===== config.mk =====
export PLATFORM = sky130hd
export DESIGN_NAME = sxfs_front
export DESIGN_NICKNAME = d
export VERILOG_FILES = /design/src/hdl/sxfs_pkg.sv /design/src/hdl/sxfs_front.sv
export SDC_FILE = /design/constraint.sdc
export NUM_CORES = 1
export LEC_CHECK = 0
export BUFFER_PORTS_ARGS = -buffer_cell sky130_fd_sc_hd__buf_2
export CAP_MARGIN = 25
export CORE_ASPECT_RATIO = 0.9
export CORE_MARGIN = 2
export CORE_UTILIZATION = 52
export CTS_CLUSTER_DIAMETER = 50
export DETAILED_ROUTE_END_ITERATION = 8
export PLACE_DENSITY = 0.78
export RECOVER_POWER = 100
export SETUP_SLACK_MARGIN = 0.1
export SLEW_MARGIN = 15
export SYNTH_ARGS = -nofsm -noshare
export SYNTH_HDL_FRONTEND = slang
export SYNTH_SLANG_ARGS = --single-unit

===== constraint.sdc =====
create_clock -name clk -period 3.2 [get_ports clk]
set_input_delay 0.64 -clock clk [delete_from_list [all_inputs] [get_ports clk]]
set_output_delay 0.64 -clock clk [all_outputs]
set_load 0.03 [all_outputs]

===== src/hdl/sxfs_pkg.sv =====
// sxfs_pkg: shared types, command codes and constants for the sprite xor frame store
// no dependencies
`default_nettype none
package sxfs_pkg;
	localparam int FRAME_WIDTH_DEF  = 128;
	localparam int FRAME_HEIGHT_DEF = 64;
	localparam int ROT_STEP         = 4;
	localparam int QUEUE_DEPTH      = 2;

	localparam logic [2:0] CMD_CLEAR  = 3'd0;
	localparam logic [2:0] CMD_LORES  = 3'd1;
	localparam logic [2:0] CMD_HIRES  = 3'd2;
	localparam logic [2:0] CMD_DRAW   = 3'd3;
	localparam logic [2:0] CMD_ROTL   = 3'd4;
	localparam logic [2:0] CMD_ROTR   = 3'd5;
	localparam logic [2:0] CMD_SCROLL = 3'd6;
	localparam logic [2:0] CMD_READ   = 3'd7;

	// classified request handed from front to back
	typedef struct packed {
		logic [2:0]  command;
		logic [15:0] bits;
		logic        first_row;
		logic [7:0]  x_pos;
		logic [7:0]  y_pos;
		logic [3:0]  scroll_rows;
	} req_t;
endpackage
`default_nettype wire


===== src/hdl/sxfs_front.sv =====
// sxfs_front: accepts requests, normalises sprite bits, and queues them for the back end
// depends on sxfs_pkg
`default_nettype none
module sxfs_front
	import sxfs_pkg::*;
(
	input  wire logic        clk,
	input  wire logic        arst_n,
	input  wire logic        start,
	output logic             busy,
	input  wire logic [2:0]  command,
	input  wire logic [15:0] row_data,
	input  wire logic        wide_row,
	input  wire logic        first_row,
	input  wire logic [7:0]  x_pos,
	input  wire logic [7:0]  y_pos,
	input  wire logic [3:0]  scroll_rows,
	output logic             q_valid,
	output req_t             q_req,
	input  wire logic        q_pop
);
	localparam int PW = $clog2(QUEUE_DEPTH);

	req_t            slot_q [QUEUE_DEPTH];
	logic [PW-1:0]   wr_q, rd_q;
	logic [PW:0]     cnt_q;
	logic            push;
	req_t            in_req;

	assign busy    = (cnt_q == (PW+1)'(QUEUE_DEPTH));
	assign push    = start && !busy;
	assign q_valid = (cnt_q != '0);
	assign q_req   = slot_q[rd_q];

	// narrow rows sit in the top byte, left aligned
	always_comb begin
		in_req.command     = command;
		in_req.bits        = wide_row ? row_data : {row_data[7:0], 8'h00};
		in_req.first_row   = first_row;
		in_req.x_pos       = x_pos;
		in_req.y_pos       = y_pos;
		in_req.scroll_rows = scroll_rows;
	end

	always_ff @(posedge clk) begin
		if (push) slot_q[wr_q] <= in_req;
	end

	always_ff @(posedge clk or negedge arst_n) begin
		if (!arst_n) begin
			wr_q  <= '0;
			rd_q  <= '0;
			cnt_q <= '0;
		end else begin
			if (push)  wr_q <= (wr_q == PW'(QUEUE_DEPTH-1)) ? '0 : wr_q + 1'b1;
			if (q_pop) rd_q <= (rd_q == PW'(QUEUE_DEPTH-1)) ? '0 : rd_q + 1'b1;
			cnt_q <= cnt_q + (PW+1)'(push) - (PW+1)'(q_pop);
		end
	end
endmodule
`default_nettype wire


==> PnR_summary.wiki <==
{| class="wikitable"
! Metric !! Value
|-
| Required time of the critical path || between 2 and 3 ns
|-
| Global-route total usage across every layer || 0.1438
|-
| RD Place Congestion || 0.7463
|-
| Count of endpoints failing setup in the final report || 0
|-
| Worst Setup Start Kind || flop
|-
| Total number of H-tree levels || 3
|-
| Number of library cell types mapped by synthesis || 16
|-
| Number of buffers created by CTS || 9
|-
| Syn Std Cell Area || between 3000 and 4000 um^2
|-
| Root Buffer Master || sky130_fd_sc_hd__clkbuf_8
|-
| Die Wd || around 90 um
|-
| Cell Pwr Density || 947.0 nW/um^2
|-
| Synth-to-Final Area Change || 16.66%
|-
| Clock tree from TritonCTS || built
|-
| Detail-routed net length per standard cell || 14.93 um
|-
| Count of pins on the block boundary || 87
|-
| Peak fanout along the critical path || 26
|-
| Number of hold-repair buffers added at the cts stage || 0
|-
| Setup repair after global routing missed its margin || false
|-
| Number of buffers on the longest clock path || 2
|-
| Measured slew at the worst slew-check pin || 1.842 ns
|-
| Count of TritonRoute iterations in the first routing pass || 4
|-
| Routed wire length || 5179 um
|-
| Count of input and output buffers || 86
|-
| Max-Slew Margin vs Limit || -0.2282
|-
| Clock latency at the later pin of the worst-skew pair || 0.33 ns
|-
| Standard-cell row count || 28
|-
| Crit path cell chain || buf_12, mux2_2, clkbuf_1
|-
| Worst vdd ir || 445.5 uV
|-
| Cell Area, Placed || 3921 um^2
|-
| Post-Route Setup TNS || 0 ns
|-
| Fmax achieved || ~0.4 GHz
|-
| Number of antenna violations at the first check in global routing || 0
|-
| Dominant cells by area after synthesis || sky130_fd_sc_hd__edfxtp_1, sky130_fd_sc_hd__mux2_4, sky130_fd_sc_hd__mux2_2
|-
| Fraction of final layout cells with drive strength greater than 1 || 0.3619
|-
| Number of DRC violations after detailed routing || 0
|-
| Setup slack, reg-to-reg || 0.84 ns
|-
| Time the worst path needs with I/O delays and setup || approximately 2.5 ns
|-
| Area fraction of the dominant cell type after synthesis || 0.6969
|-
| Kind of capture point of the worst setup path || output pin
|-
| Cell taking the most area after synthesis || sky130_fd_sc_hd__edfxtp_1
|-
| Pin count of the biggest net entering global routing || 41
|-
| Diode insertion count for antenna repair || 0
|-
| Worst stage delay on the critical path || about 0.61 ns
|-
| Number of design-rule violations left by the first detailed-router iteration || 89
|-
| Clock Pin Slew Worst Setup and Hold Paths || 0.08 ns
|-
| Final instance area || 4021 um^2
|-
| Min-delay worst type || primary input to asynchronous set/reset pin
|-
| Library cell contributing the largest single delay on the critical path || sky130_fd_sc_hd__dfrtp_1
|-
| Register-to-Register Path Depth || 2
|-
| Final worst-path cycle share || 0.7668
|-
| Warnings from Yosys || 0
|-
| Seq/Total Area, Yosys || 0.7260
|-
| Clock Skew || 0.006327 ns
|-
| Synthesized area divided by synthesized cell count || 21.54 um^2
|-
| FF+latch count, synth || 84
|-
| Number of global-route vias before repair || 1,610
|-
| Worst Path Class, Setup || flop to output pin
|-
| Overflow after GRT || 0
|-
| Die height || 81.24 um
|-
| Leakage power summed over all cells || 1.523 nW
|-
| Violated checks || max-capacitance violations, max-slew violations
|-
| Global-route wire length before repair || 7776 um
|-
| Layout net count || 300
|-
| Clk sink count || 84
|-
| Worst Hold Margin || approximately 0.13 ns
|-
| Post-CTS setup buffer count || 0
|-
| Post-route antenna net violation count || 0
|-
| Hold Violations, Final || 0
|-
| Number of pins with negative max-slew slack in the final report || 41
|-
| Detailed Place HPWL || 3454 um
|-
| Outcome || complete, but fails checks
|-
| Number of nets produced by synthesis || between 200 and 250
|-
| Core Area || 6481 um^2
|-
| Die outline area || between 7000 and 8000 um^2
|-
| Via density per instance || 4.772
|-
| Routed via count || 1,656
|-
| Reg-to-reg critical path endpoint || slot_q[1][5]
|-
| Post_cts resized || 0
|-
| Reg2Reg Launch Point || cnt_q[0]
|-
| Max Cap Violations || 1
|-
| Data arrival time of the worst path || roughly 1.8 ns
|-
| Effective utilization at floorplan || 0.5319
|-
| Cells after synthesis || 160
|}
[logic make-up (layout without fill, tap and decap cells)]
kind of cell | after synthesis | count (layout) | synth area share
flops | 84 | 84 | 0.7260
mux | 48 | 48 | 0.1993
simple gates | 13 | 13 | 0.02214
buf+inv | 9 | 106 | 0.03521
xor+xnor | 4 | 4 | 0.01017
fa+ha+maj | 2 | 2 | 0.007258
[synthesized netlist by cell type]
cell type,number
sky130_fd_sc_hd__mux2_2,9
sky130_fd_sc_hd__nand2b_1,1
sky130_fd_sc_hd__and2_1,8
sky130_fd_sc_hd__ha_1,2
sky130_fd_sc_hd__or2_2,1
sky130_fd_sc_hd__inv_1,2
sky130_fd_sc_hd__and3_1,1
sky130_fd_sc_hd__xnor2_1,3
sky130_fd_sc_hd__buf_6,3
sky130_fd_sc_hd__edfxtp_1,80
sky130_fd_sc_hd__nand2_1,1
sky130_fd_sc_hd__xor2_1,1
sky130_fd_sc_hd__mux2_4,39
sky130_fd_sc_hd__buf_12,4
sky130_fd_sc_hd__nor2_1,1
sky130_fd_sc_hd__dfrtp_1,4
[layout by cell type, fill, tap and decap left out, drive strengths merged]
| cell | Yosys | final |
|---|---|---|
| mux2 | 48 | 48 |
| edfxtp | 80 | 80 |
| or2 | 1 | 1 |
| xnor2 | 3 | 3 |
| clkinv | 0 | 4 |
| nand2b | 1 | 1 |
| bufinv | 0 | 1 |
| nand2 | 1 | 1 |
| and2 | 8 | 8 |
| dfrtp | 4 | 4 |
| clkbuf | 0 | 61 |
| and3 | 1 | 1 |
| xor2 | 1 | 1 |
| nor2 | 1 | 1 |
| clkinvlp | 0 | 1 |
| ha | 2 | 2 |
| inv | 2 | 2 |
| buf | 7 | 37 |
[how the worst max path moves through the flow]
stage	cells after the start	endpoint	slack, ns	start
after floorplan	2	slot_q[0][0]	0.34	start
after global placement	2	slot_q[1][1]	1.24	start
after detailed placement	2	slot_q[1][6]	1.22	start
after CTS	3	q_req[27]	0.87	rd_q
after global routing	2	slot_q[1][25]	0.60	cnt_q[0]
final	3	q_req[27]	0.75	rd_q
[power by group]
part / switching, mW / internal [mW]
registers: 0.0890 / 1.52
logic: 0.944 / 0.562
clock network: 0.343 / 0.349
[sequential cells by signal, indices dropped and copies added, names as in the netlist]
name / cells
rd_q: 1
wr_q: 1
cnt_q: 2
slot_q: 80
[layout make-up]
| type | count | area (um^2) |
|---|---|---|
| flip-flops and latches | 84 | 2502 |
| multi-input cells | 67 | 819.5 |
| fillers | 515 | 2460 |
| repair buffers | 89 | 399.1 |
| clock buffers | 9 | 123.9 |
| inverters | 2 | 7.507 |
| clock inverters | 6 | 56.30 |
| well taps | 90 | 112.6 |
[metrics by stage]
| stage | std cells | setup WS [ns] | power (mW) | util |
|---|---|---|---|---|
| finish | 347 | 0.7461 | 3.808 | 0.6205 |
| global route | 347 | 0.5958 | 3.987 | 0.6205 |
| CTS | 347 | 0.8710 | 3.929 | 0.6328 |
| detailed placement | 332 | 1.225 | 3.238 | 0.6050 |
| global placement | 332 | 1.236 | 3.218 | 0.6050 |
| floorplan | 160 | 0.3443 | 2.954 | - |
[per-layer routing]
metal	vias up	routed length [um]	GRT usage
li1	795	-	-
met1	798	2292	0.1760
met2	56	2562	0.2379
met3	7	266	0.03896
met4	0	57	0.07846
met5	-	0	0
[critical path: cells and delay by family, from the launching register on]
kind | cells | cell delay [ns]
flops | 1 | 0.61
buf+inv | 2 | 0.49
mux | 1 | 0.36
Power figures use the tool's default switching activity.
